## src/rtl/core/uri_percent_decoder_unit_macros.svh

```systemverilog
// ----------------------------------------------------------------------------
// uri_percent_decoder_unit_macros
// Assertion macros used by the percent decoder top level.
// ----------------------------------------------------------------------------
// Each macro builds one labeled concurrent assertion on the rising clock edge,
// disabled while reset is high.
`ifndef URI_PERCENT_DECODER_UNIT_MACROS_SVH
`define URI_PERCENT_DECODER_UNIT_MACROS_SVH

// Consequent must hold in the same cycle as the antecedent.
`define UPD_ASSERT_SAME(label, clk, rst, ante, cons, msg) \
   label: assert property (@(posedge clk) disable iff (rst) (ante) |-> (cons)) \
      else $error(msg);

// Consequent must hold in the cycle after the antecedent.
`define UPD_ASSERT_NEXT(label, clk, rst, ante, cons, msg) \
   label: assert property (@(posedge clk) disable iff (rst) (ante) |=> (cons)) \
      else $error(msg);

`endif

```

## src/rtl/core/upd_pkg.sv

```systemverilog
// ----------------------------------------------------------------------------
// upd_pkg
// Types, constants and helper functions shared by the percent decoder modules.
// ----------------------------------------------------------------------------
`default_nettype none

package upd_pkg;

   // Character codes used by the decoder.
   localparam logic [7:0] CHAR_PERCENT = 8'h25;
   localparam logic [7:0] CHAR_PLUS    = 8'h2B;
   localparam logic [7:0] CHAR_SPACE   = 8'h20;

   // Most decoded bytes that one request can produce.
   localparam int MAX_RESULTS = 3;
   localparam int RES_CNT_W   = $clog2(MAX_RESULTS + 1);
   localparam int RES_IDX_W   = $clog2(MAX_RESULTS);

   // Depth of the queue between the front and back halves.
   localparam int QUEUE_DEPTH = 4;
   localparam int QUEUE_PTR_W = $clog2(QUEUE_DEPTH);
   localparam int QUEUE_LVL_W = $clog2(QUEUE_DEPTH + 1);

   // Escape parser phase.
   typedef enum logic [1:0] {
      PH_IDLE    = 2'd0,
      PH_PERCENT = 2'd1,
      PH_DIGIT   = 2'd2
   } phase_type;

   // One encoded input byte.
   typedef struct packed {
      logic [7:0] in_byte;
      logic       in_last;
   } req_type;

   // One decoded output byte.
   typedef struct packed {
      logic [7:0] out_byte;
      logic       out_last;
   } rsp_type;

   // All decoded bytes caused by one request, in output order.
   typedef struct packed {
      logic [MAX_RESULTS-1:0][7:0] bytes;
      logic [RES_CNT_W-1:0]        count;
      logic                        last;
   } bundle_type;

   // Queue occupancy reported to the top level.
   typedef struct packed {
      logic                   full;
      logic                   empty;
      logic [QUEUE_LVL_W-1:0] level;
   } queue_status_type;

   // True for 0-9, A-F and a-f.
   function automatic logic is_hex(input logic [7:0] c);
      is_hex = ((c >= 8'h30) && (c <= 8'h39)) ||
               ((c >= 8'h41) && (c <= 8'h46)) ||
               ((c >= 8'h61) && (c <= 8'h66));
   endfunction

   // Nibble value of a hex digit character; zero for anything else.
   function automatic logic [3:0] hex_value(input logic [7:0] c);
      logic [7:0] v;
      v = 8'h00;
      if ((c >= 8'h30) && (c <= 8'h39)) begin
         v = c - 8'h30;
      end else if ((c >= 8'h41) && (c <= 8'h46)) begin
         v = c - 8'h37;
      end else if ((c >= 8'h61) && (c <= 8'h66)) begin
         v = c - 8'h57;
      end
      hex_value = v[3:0];
   endfunction

endpackage

`default_nettype wire

```

## src/rtl/core/upd_front.sv

```systemverilog
// ----------------------------------------------------------------------------
// upd_front
// Escape parser: classifies each accepted byte against the current phase and
// builds the group of decoded bytes that the request produces.
// ----------------------------------------------------------------------------
`default_nettype none

module upd_front (
   input  wire logic                clock,
   input  wire logic                reset,
   input  wire upd_pkg::req_type    req_data,
   input  wire logic                req_accept,
   output upd_pkg::bundle_type      bundle,
   output logic                     push
);
   import upd_pkg::*;

   phase_type  phase_ff;
   phase_type  phase_in;
   phase_type  phase_mid;
   logic [7:0] held_ff;
   logic [7:0] held_in;
   logic       b_hex;

   assign b_hex = is_hex(req_data.in_byte);

   // Next phase and held digit; a string end always returns to idle.
   always_comb begin
      phase_mid = PH_IDLE;
      held_in   = held_ff;
      unique case (phase_ff)
         PH_PERCENT: begin
            if (b_hex) begin
               phase_mid = PH_DIGIT;
               held_in   = req_data.in_byte;
            end else if (req_data.in_byte == CHAR_PERCENT) begin
               phase_mid = PH_PERCENT;
            end
         end
         PH_DIGIT: begin
            if (!b_hex && (req_data.in_byte == CHAR_PERCENT)) begin
               phase_mid = PH_PERCENT;
            end
         end
         default: begin
            if (req_data.in_byte == CHAR_PERCENT) begin
               phase_mid = PH_PERCENT;
            end
         end
      endcase
      phase_in = req_data.in_last ? PH_IDLE : phase_mid;
   end

   // Decoded bytes for this request, including the flush at string end.
   always_comb begin
      logic [RES_CNT_W-1:0] n;
      logic                 take_idle;
      bundle    = '0;
      n         = '0;
      take_idle = 1'b0;
      unique case (phase_ff)
         PH_PERCENT: begin
            if (!b_hex) begin
               bundle.bytes[n[RES_IDX_W-1:0]] = CHAR_PERCENT;
               n         = n + 1'b1;
               take_idle = 1'b1;
            end
         end
         PH_DIGIT: begin
            if (b_hex) begin
               bundle.bytes[n[RES_IDX_W-1:0]] = {hex_value(held_ff),
                                                  hex_value(req_data.in_byte)};
               n = n + 1'b1;
            end else begin
               bundle.bytes[n[RES_IDX_W-1:0]] = CHAR_PERCENT;
               n = n + 1'b1;
               bundle.bytes[n[RES_IDX_W-1:0]] = held_ff;
               n         = n + 1'b1;
               take_idle = 1'b1;
            end
         end
         default: begin
            take_idle = 1'b1;
         end
      endcase
      // Plain byte handling from idle and after a failed escape; a percent sign only opens an escape.
      if (take_idle && (req_data.in_byte != CHAR_PERCENT)) begin
         bundle.bytes[n[RES_IDX_W-1:0]] =
            (req_data.in_byte == CHAR_PLUS) ? CHAR_SPACE : req_data.in_byte;
         n = n + 1'b1;
      end
      // At string end, anything still held comes out literally.
      if (req_data.in_last) begin
         if ((phase_mid == PH_PERCENT) || (phase_mid == PH_DIGIT)) begin
            bundle.bytes[n[RES_IDX_W-1:0]] = CHAR_PERCENT;
            n = n + 1'b1;
         end
         if (phase_mid == PH_DIGIT) begin
            bundle.bytes[n[RES_IDX_W-1:0]] = held_in;
            n = n + 1'b1;
         end
      end
      bundle.count = n;
      bundle.last  = req_data.in_last;
   end

   // Only groups that carry bytes enter the queue.
   assign push = req_accept && (bundle.count != '0);

   // Parser state registers.
   always_ff @(posedge clock) begin
      if (reset) begin
         phase_ff <= PH_IDLE;
         held_ff  <= 8'h00;
      end else if (req_accept) begin
         phase_ff <= phase_in;
         held_ff  <= held_in;
      end
   end

endmodule

`default_nettype wire

```

## src/rtl/core/upd_queue.sv

```systemverilog
// ----------------------------------------------------------------------------
// upd_queue
// Small FIFO of decoded byte groups between the parser and the output
// sequencer, so that each side can stall on its own.
// ----------------------------------------------------------------------------
`default_nettype none

module upd_queue (
   input  wire logic                      clock,
   input  wire logic                      reset,
   input  wire logic                      push,
   input  wire upd_pkg::bundle_type       push_data,
   input  wire logic                      pop,
   output upd_pkg::bundle_type            head,
   output upd_pkg::queue_status_type      status
);
   import upd_pkg::*;

   bundle_type             entries_ff [QUEUE_DEPTH];
   logic [QUEUE_PTR_W-1:0] wr_ptr_ff;
   logic [QUEUE_PTR_W-1:0] rd_ptr_ff;
   logic [QUEUE_LVL_W-1:0] level_ff;
   logic [QUEUE_LVL_W-1:0] level_in;

   // Occupancy flags.
   assign status.level = level_ff;
   assign status.full  = (level_ff == QUEUE_LVL_W'(QUEUE_DEPTH));
   assign status.empty = (level_ff == '0);
   assign head         = entries_ff[rd_ptr_ff];

   // Level tracks pushes against pops.
   always_comb begin
      level_in = level_ff;
      if (push && !pop) begin
         level_in = level_ff + 1'b1;
      end else if (pop && !push) begin
         level_in = level_ff - 1'b1;
      end
   end

   // Pointers and level.
   always_ff @(posedge clock) begin
      if (reset) begin
         wr_ptr_ff <= '0;
         rd_ptr_ff <= '0;
         level_ff  <= '0;
      end else begin
         if (push) begin
            wr_ptr_ff <= wr_ptr_ff + 1'b1;
         end
         if (pop) begin
            rd_ptr_ff <= rd_ptr_ff + 1'b1;
         end
         level_ff <= level_in;
      end
   end

   // Entry storage.
   always_ff @(posedge clock) begin
      if (push) begin
         entries_ff[wr_ptr_ff] <= push_data;
      end
   end

endmodule

`default_nettype wire

```

## src/rtl/core/upd_back.sv

```systemverilog
// ----------------------------------------------------------------------------
// upd_back
// Output sequencer: walks the head group into the result register one byte per
// cycle while the register drains, and releases the group as it loads its final byte.
// ----------------------------------------------------------------------------
`default_nettype none

module upd_back (
   input  wire logic                      clock,
   input  wire logic                      reset,
   input  wire upd_pkg::bundle_type       head,
   input  wire upd_pkg::queue_status_type status,
   output logic                           pop,
   output logic                           rsp_valid,
   input  wire logic                      rsp_ready,
   output upd_pkg::rsp_type               rsp_data
);
   import upd_pkg::*;

   logic [RES_IDX_W-1:0] idx_ff;
   logic [RES_IDX_W-1:0] idx_in;
   logic                 rsp_valid_ff;
   logic                 rsp_valid_in;
   rsp_type              rsp_data_ff;
   rsp_type              rsp_data_in;
   logic                 load;
   logic                 final_byte;

   // Load the result register from a non-empty queue whenever it is free or being drained.
   assign load       = !status.empty && (!rsp_valid_ff || rsp_ready);
   assign final_byte = (RES_CNT_W'(idx_ff) == (head.count - RES_CNT_W'(1)));
   assign pop        = load && final_byte;

   // Next result, index and valid.
   always_comb begin
      rsp_data_in          = rsp_data_ff;
      rsp_valid_in         = rsp_valid_ff && !rsp_ready;
      idx_in               = idx_ff;
      if (load) begin
         rsp_data_in.out_byte = head.bytes[idx_ff];
         rsp_data_in.out_last = head.last && final_byte;
         rsp_valid_in         = 1'b1;
         idx_in               = final_byte ? '0 : (idx_ff + 1'b1);
      end
   end

   // Control registers.
   always_ff @(posedge clock) begin
      if (reset) begin
         idx_ff       <= '0;
         rsp_valid_ff <= 1'b0;
      end else begin
         idx_ff       <= idx_in;
         rsp_valid_ff <= rsp_valid_in;
      end
   end

   // Result payload register.
   always_ff @(posedge clock) begin
      rsp_data_ff <= rsp_data_in;
   end

   assign rsp_valid = rsp_valid_ff;
   assign rsp_data  = rsp_data_ff;

endmodule

`default_nettype wire

```

## src/rtl/core/uri_percent_decoder_unit.sv

```systemverilog
// A request's decoded bytes are written into a queue entry at its handshake,
// then loaded one at a time into the result register; further bytes of the
// same request follow one a cycle while rsp_ready stays high.
// Throughput: one request per cycle while the queue has room; one byte per
// cycle from the single result register while rsp_ready is high.
// Reset: synchronous, active high; clears the parser phase, queue and
// result valid.
// ----------------------------------------------------------------------------
// uri_percent_decoder_unit
// Streaming URL percent decoder with plus-as-space: a parser front half, a
// four-entry group queue and an output sequencer back half.
// ----------------------------------------------------------------------------
`default_nettype none

`include "uri_percent_decoder_unit_macros.svh"

module uri_percent_decoder_unit (
   input  wire logic             clock,
   input  wire logic             reset,
   input  wire logic             req_valid,
   output logic                  req_ready,
   input  wire upd_pkg::req_type req_data,
   output logic                  rsp_valid,
   input  wire logic             rsp_ready,
   output upd_pkg::rsp_type      rsp_data
);
   import upd_pkg::*;

   bundle_type       bundle;
   bundle_type       head;
   queue_status_type q_status;
   logic             req_accept;
   logic             push;
   logic             pop;

   // Requests are taken whenever the queue has a free entry.
   assign req_ready  = !q_status.full;
   assign req_accept = req_valid && req_ready;

   // Parser front half.
   upd_front u_front (
      .clock      (clock),
      .reset      (reset),
      .req_data   (req_data),
      .req_accept (req_accept),
      .bundle     (bundle),
      .push       (push)
   );

   // Group queue.
   upd_queue u_queue (
      .clock     (clock),
      .reset     (reset),
      .push      (push),
      .push_data (bundle),
      .pop       (pop),
      .head      (head),
      .status    (q_status)
   );

   // Output sequencer back half.
   upd_back u_back (
      .clock     (clock),
      .reset     (reset),
      .head      (head),
      .status    (q_status),
      .pop       (pop),
      .rsp_valid (rsp_valid),
      .rsp_ready (rsp_ready),
      .rsp_data  (rsp_data)
   );

   // The end of a string always produces at least one decoded byte.
   `UPD_ASSERT_SAME(a_last_has_bytes, clock, reset, req_accept && req_data.in_last, bundle.count != '0, "string end produced no byte")

   // The queue never holds more groups than it has entries.
   `UPD_ASSERT_SAME(a_level_bound, clock, reset, 1'b1, q_status.level <= QUEUE_LVL_W'(QUEUE_DEPTH), "queue level out of range")

   // With nothing queued, a drained result register stays empty.
   `UPD_ASSERT_NEXT(a_no_phantom, clock, reset, q_status.empty && (!rsp_valid || rsp_ready), !rsp_valid, "result without queued group")

   // A pop only happens when the queue holds a group.
   `UPD_ASSERT_SAME(a_pop_nonempty, clock, reset, pop, !q_status.empty, "pop from empty queue")

endmodule

`default_nettype wire
```

## config.mk

```make
export PLATFORM = sky130hd
export DESIGN_NAME = uri_percent_decoder_unit
export DESIGN_NICKNAME = d
export VERILOG_FILES = /design/src/rtl/core/upd_pkg.sv /design/src/rtl/core/upd_front.sv /design/src/rtl/core/upd_queue.sv /design/src/rtl/core/upd_back.sv /design/src/rtl/core/uri_percent_decoder_unit.sv
export VERILOG_INCLUDE_DIRS = /design/src /design/src/rtl/core
export SDC_FILE = /design/constraint.sdc
export NUM_CORES = 1
export LEC_CHECK = 0
export ABC_CLOCK_PERIOD_IN_PS = 6100
export BUFFER_PORTS_ARGS = -buffer_cell sky130_fd_sc_hd__buf_4
export CAP_MARGIN = 20
export CORE_MARGIN = 2
export CORE_UTILIZATION = 50
export CTS_CLUSTER_DIAMETER = 150
export DETAILED_ROUTE_END_ITERATION = 12
export PLACE_DENSITY = 0.67
export SYNTH_ARGS = -nofsm -noshare
export SYNTH_HDL_FRONTEND = slang
export SYNTH_SLANG_ARGS = --single-unit
```

## constraint.sdc

```tcl
create_clock -name clock -period 6.1 [get_ports clock]
set_input_delay 0.61 -clock clock [delete_from_list [all_inputs] [get_ports clock]]
set_output_delay 0.61 -clock clock [all_outputs]
set_load 0.02 [all_outputs]
```

==> Yosys cells after proc, flatten, opt, wreduce, memory -nomap -nowiden <==
Memory sizes are Yosys's and may differ from the RTL's. A register that Yosys moved wholly into a read port is not among the register bits.
Index checks and enable logic that the tools add are counted.
{ "op_classes": {"bitwise_logic": 3, "n_mux": 52, "eq_ne": 9, "n_addsub": 15, "reduce_logical": 34, "n_lt_le_gt_ge": 19} }
{ "ops": {"columns": ["op", "n"], "rows": [
  ["$mux 24", 5],
  ["$mux 8", 10],
  ["$bwmux 24", 2],
  ["$demux 8 s2", 3],
  ["$ge 8x7->1 const B", 4],
  ["$le 8x7->1 const B", 4],
  ["$mux 4", 6],
  ["$mux 2", 11],
  ["$logic_and 1x1->1", 19],
  ["$bmux 8 s2", 1],
  ["$eq 8x6->1 const B", 2],
  ["$ge 8x6->1 const B", 2],
  ["$le 8x6->1 const B", 2],
  ["$pmux 8 s2", 1],
  ["$sub 4x3->4 const B", 4],
  ["$and 15x15->15", 1],
  ["$not 15->15", 1],
  ["$add 2x1->2 const B", 6],
  ["$lt 2x3->1 const B", 4],
  ["$or 9x9->9", 1],
  ["$mux 1", 8],
  ["$ne 8x6->1 const B", 1],
  ["$pmux 2 s2", 2],
  ["$sub 4x1->4 const B", 2],
  ["15 further kinds", 30]
]} }
{ "totals": {"output_inout_bits": 11, "n_memories": 1, "mem_bits_rw": 108, "input_bits": 13, "word_cells": 142, "ff_bits": 29} }
{ "mem_list": {"columns": ["name", "words", "word_bits", "read_ports", "rd_ports_with_merged_regs", "write_ports", "line_no", "source"], "rows": [
  ["u_queue.entries_ff", 4, 27, 1, 1, 1, "upd_queue.sv:19", "bundle_type entries_ff [QUEUE_DEPTH];"]
]} }

==> Logic depth before layout (Yosys ltp) <==
{ "depth": {"depth_word": 21, "mapped_depth": 23} }

==> By module <==
From an unflattened synthesis, not the netlist that was laid out.
{ "unflattened": {"hier_cells": 473, "hier_area_um2": 6687.7} }
{ "modules_own_cells": {"columns": ["module", "seq_area_each_um2", "cells_per_inst", "area_each_um2", "n_inst"], "rows": [
  ["upd_queue", 3423.3, 185, 4372.9, 1],
  ["upd_front", 200.2, 227, 1664.1, 1],
  ["upd_back", 330.3, 59, 640.6, 1],
  ["uri_percent_decoder_unit", 0.0, 2, 10.0, 1]
]} }

==> Least setup slack after synthesis <==
OpenSTA, ideal clock, no wires.
{ "synth_timing": {"path_kind": "input -> register", "startpoint": "input port req_data[1] (netlist bit)", "endpoint": "register u_queue.level_ff[2]", "arrival_time_ps": 4993, "setup_ps": 70, "cell_stages": 23, "n_path_buf": 3, "setup_slack_ps": 1037, "path_cell_list": "clkbuf_1 > inv_1 > ha_1 > o21bai_4 > a2111oi_4 > o21ba_1 > buf_6 > buf_2 > nand2_1 > o21ai_0 > ha_1 > mux2i_1 > o21a_1 > ha_1 > nand2_1 > nor2_1 > o32ai_4 > ha_1 > inv_1 > fa_1 > xor2_1 > or3_1 > a21oi_1"} }
{ "synth_via": {"elab_chain_cells": 20} }
{ "synth_lines": {"columns": ["item", "line_no", "source"], "rows": [
  ["start, declared", "uri_percent_decoder_unit.sv:22", "input wire upd_pkg::req_type req_data,"],
  ["parallel branches: the longest is 14 deep, another holds $ge 8x6->1", null, null],
  ["$mux 2 *", "upd_front.sv:93", "if (req_data.in_last) begin"],
  ["$reduce_bool 2->1 *", "upd_front.sv:108", "assign push = req_accept && (bundle.count != '0);"],
  ["$logic_and 1x1->1 *", "upd_front.sv:108", null],
  ["via push", "uri_percent_decoder_unit.sv:33", "logic push;"],
  ["$logic_not 1->1", "upd_queue.sv:36", "end else if (pop && !push) begin"],
  ["$logic_and 1x1->1", "upd_queue.sv:36", null],
  ["$reduce_bool 2->1 (no line)", null, null],
  ["end signal, assigned", "upd_queue.sv:54", "level_ff <= level_in;"],
  ["end, declared", "upd_queue.sv:22", "logic [QUEUE_LVL_W-1:0] level_ff;"]
]} }
Mark *: on every way through the listed nets, which the timed path passes. The select of a mux whose other input is x is not followed.
A chain may end at the register's enable or synchronous reset.

==> Worst setup path in the final report <==
{ "layout_timing": {"startpoint": "input port req_data[2] (netlist bit)", "endpoint": "register u_queue.level_ff[2]"} }
Same word-level chain as after synthesis.

==> parameters.txt <==
Parameter                              Value

Layout
  Most used cells in the layout excluding fill and tap cells    117 x edfxtp_1, 39 x nor2_1, 35 x inv_1
  Final-stage net count    536
  N_diodes    0
  Proportion of layout cells with a drive suffix above 1    0.1930
  Layout overhead on the synthesized area    14.30%
  Leading cell type in the layout, fill and taps excluded    edfxtp_1

Floorplan
  Starting Density    0.5171
  Die height    118.7 um
  Area enclosed by the die boundary    14090 um^2
  Boundary Pins    24
  Row cnt    41
  Die Span X    118.7 um
  Core region area    12720 um^2

Outcome
  Status    completed

Pwr
  Clock share of power    0.352
  Max IR drop VDD    212.7 uV
  Power Density    383.7 nW/um^2
  Portion of total power attributed to combinational logic    0.206
  Standby leakage power    2.725 nW
  Switching power total    790.1 uW
  Sw Share    0.2738
  Total power after layout    2.885 mW
  Fraction of power consumed by sequential logic    0.442
  Internal Power    2.095 mW

Clocking
  Skew-Pair Late Insertion Delay    0.42 ns
  Inserted Clock Buffers    17
  Reg clk slew, reported paths    0.06 ns
  TritonCTS clock tree    yes
  Gates resized, CTS repair    0
  Cts hold-fix bufs    0
  Library cell used as clock root buffer    clkbuf_16
  Clock sink total    139
  Maximum number of buffers from clock root to sink    2
  Setup Fix Bufs, Post-CTS    0
  H-Tree Depth    4

Yosys
  Seq/Total Area, Yosys    0.6010
  Share of async-settable or async-resettable flops after synthesis    0
  Gate count of the mapped netlist    468
  Biggest area contributors in the synthesized netlist    edfxtp_1 53%, mux4_2 9.2%, dfxtp_1 6.7%
  Net Count, Synth    504
  Number of synthesized flops with an enable pin    117
  Number of unique standard cell types used by synthesis    66
  Number of warning messages in the yosys log    0
  Leading area contributor after synthesis    edfxtp_1
  Synth Area per Inst    14.06 um^2
  Flip-flop and latch count after synthesis    139
  Top flip-flop cell by instance count after synthesis    edfxtp_1
  Portion of synthesized cell area occupied by the leading cell type    0.5340
  Area of the mapped netlist    6579 um^2

Global route
  Largest net degree at the start of global routing    28
  Layer with the highest usage after global routing    met2
  Wire length of the first global-routing pass    23240 um
  Vias in the first global route    4126
  Tot GR Track Use    0.2222
  Met1 track demand over resource    0.3066
  Met2 track demand over resource    0.3509
  Grt total ovfl    0
  Initial antenna violation count    0
  GRT met3 Usage    0.04778

Routing
  Detail Route Antenna Nets    0
  WL final    14390 um
  Count of routing violations after the opening detailed-route iteration    302
  Detailed Routing Iterations Pass 1    4
  Total DRC errors in the routed layout    0
  WL/cell    21.01 um
  Per-cell via count in the routed design    5.766
  Total number of vias    3950

Critical path
  Data required time of the worst path    6.45 ns
  Critical path arrival    5.26 ns
  Type of origin of the critical path    input pin
  Critical path start-end classification    in2reg
  Reg-to-reg critical path startpoint    u_front.phase_ff[0]
  Launching instance or port of the critical path    req_data[2]
  CP endpoint kind    flip-flop
  Maximum fanout along the worst path    8

Timing
  Final period demand of the worst path    4.909 ns
  Worst rel slew slack    0.3424
  Part of the cycle the worst path needs    0.8047
  Max frequency    0.2037 GHz
  Measured slew at the worst slew-check pin    0.9864 ns
  Count of final setup violators    0
  Final hold violations    0
  Minimum hold slack    0.4557 ns
  RSZ-0062 raised after global routing    no
  Final Worst Setup Slack    1.191 ns
  Setup skew after layout    0.01100 ns
  Total negative setup slack    0 ns
  Number of slew-limit violations in the final report    0

Place
  Final weighted congestion in routability-driven placement    0.9086
  Sum of net half-perimeters after detailed placement    9652 um
  Number of input and output port buffers inserted    23
  Worst Setup Slack post-DPL    0.8042 ns

Hold path
  Worst min-delay path startpoint    rsp_ready
  Worst hold path class    in2reg

Flow run
  Number of violations of the max-capacitance limit    0
## power groups by stage
stage | combinational (mW) | sequential, mW | clock, mW
after floorplan | 0.433 | 1.27 | 0
after global placement | 0.579 | 1.30 | 0
after detailed placement | 0.590 | 1.30 | 0
after CTS | 0.599 | 1.28 | 1.03
after global routing | 0.640 | 1.30 | 1.08
final | 0.594 | 1.28 | 1.02
## metal layers
layer	wire length, um	vias up	share of wire
met5	0	-	0
met4	144	0	0.010
met3	553	15	0.038
met2	7082	101	0.49
met1	6611	1988	0.46
li1	-	1846	-
## flip-flops by register name (all words and copies together), names as in the netlist, named ones only
name / flops
u_back.idx_ff: 2
u_back.rsp_data: 9
u_back.rsp_valid: 1
u_front.held_ff: 8
u_front.phase_ff: 2
u_queue.entries_ff: 108
u_queue.level_ff: 3
u_queue.rd_ptr_ff: 2
u_queue.wr_ptr_ff: 2
## cell type report
type / count / area, um^2
multi-input cells: 277 / 2412
fillers: 1027 / 5202
flip-flops and latches: 139 / 3955
clock inverters: 13 / 151.4
inverters: 35 / 131.4
well taps: 172 / 215.2
repair buffers: 30 / 221.5
clock buffers: 19 / 432.9
## per-stage QoR
| stage | instance area (um^2) | cells | utilization |
|---|---|---|---|
| finish | 7520 | 685 | 0.5911 |
| detailed placement | 6935 | 653 | 0.5451 |
| CTS | 7520 | 685 | 0.5911 |
| global placement | 6932 | 652 | 0.5448 |
| global route | 7520 | 685 | 0.5911 |
| floorplan | 6579 | 468 | - |
## cell families after synthesis
kind of cell,after synthesis,share of synthesized area
XOR/XNOR,8,0.01065
buffers and inverters,52,0.03233
AO/OA/AOI/OAI,90,0.1071
adder cells (fa/ha/maj),23,0.04488
flip-flops,139,0.6010
multiplexers,47,0.1236
AND/OR/NAND/NOR,109,0.08045
## path summary, 6_finish.rpt
path	to	slack, ns	depth (start not counted)
max	u_queue.level_ff[2]	1.19	21
min	u_back.rsp_valid	0.46	4
max reg2reg	u_queue.level_ff[2]	1.57	17
min reg2reg	u_back.rsp_valid	0.47	2
## critical path, cell delays in order
cell      delay (ns)
buf_4           0.15
inv_1           0.13
ha_1            0.24
inv_1           0.06
o311ai_0        0.42
nor2_1          0.18
nor3_1          0.37
nand2_1         0.18
ha_1            0.30
mux2i_1         0.13
o21a_1          0.21
ha_1            0.28
nand2_1         0.18
nor2_1          0.11
o32ai_4         0.41
ha_1            0.25
inv_1           0.06
fa_1            0.37
xor2_1          0.17
or3_1           0.30
a21oi_1         0.14
## synth_stat cells, types with 3 or more instances
cell type and n:
a21o_1 5, a21oi_1 19, a22oi_1 7, a31oi_1 3, a32o_1 4, and2_1 8
buf_1 5, clkbuf_1 8, dfxtp_1 22, edfxtp_1 117, ha_1 22, inv_1 35
mux2i_1 19, mux4_2 27, nand2_1 28, nand2b_1 8, nand3_1 5, nor2_1 39
nor3_1 5, o21ai_0 10, o22ai_1 11, or3_1 3, xnor2_1 6
Power figures use the tool's default switching activity.
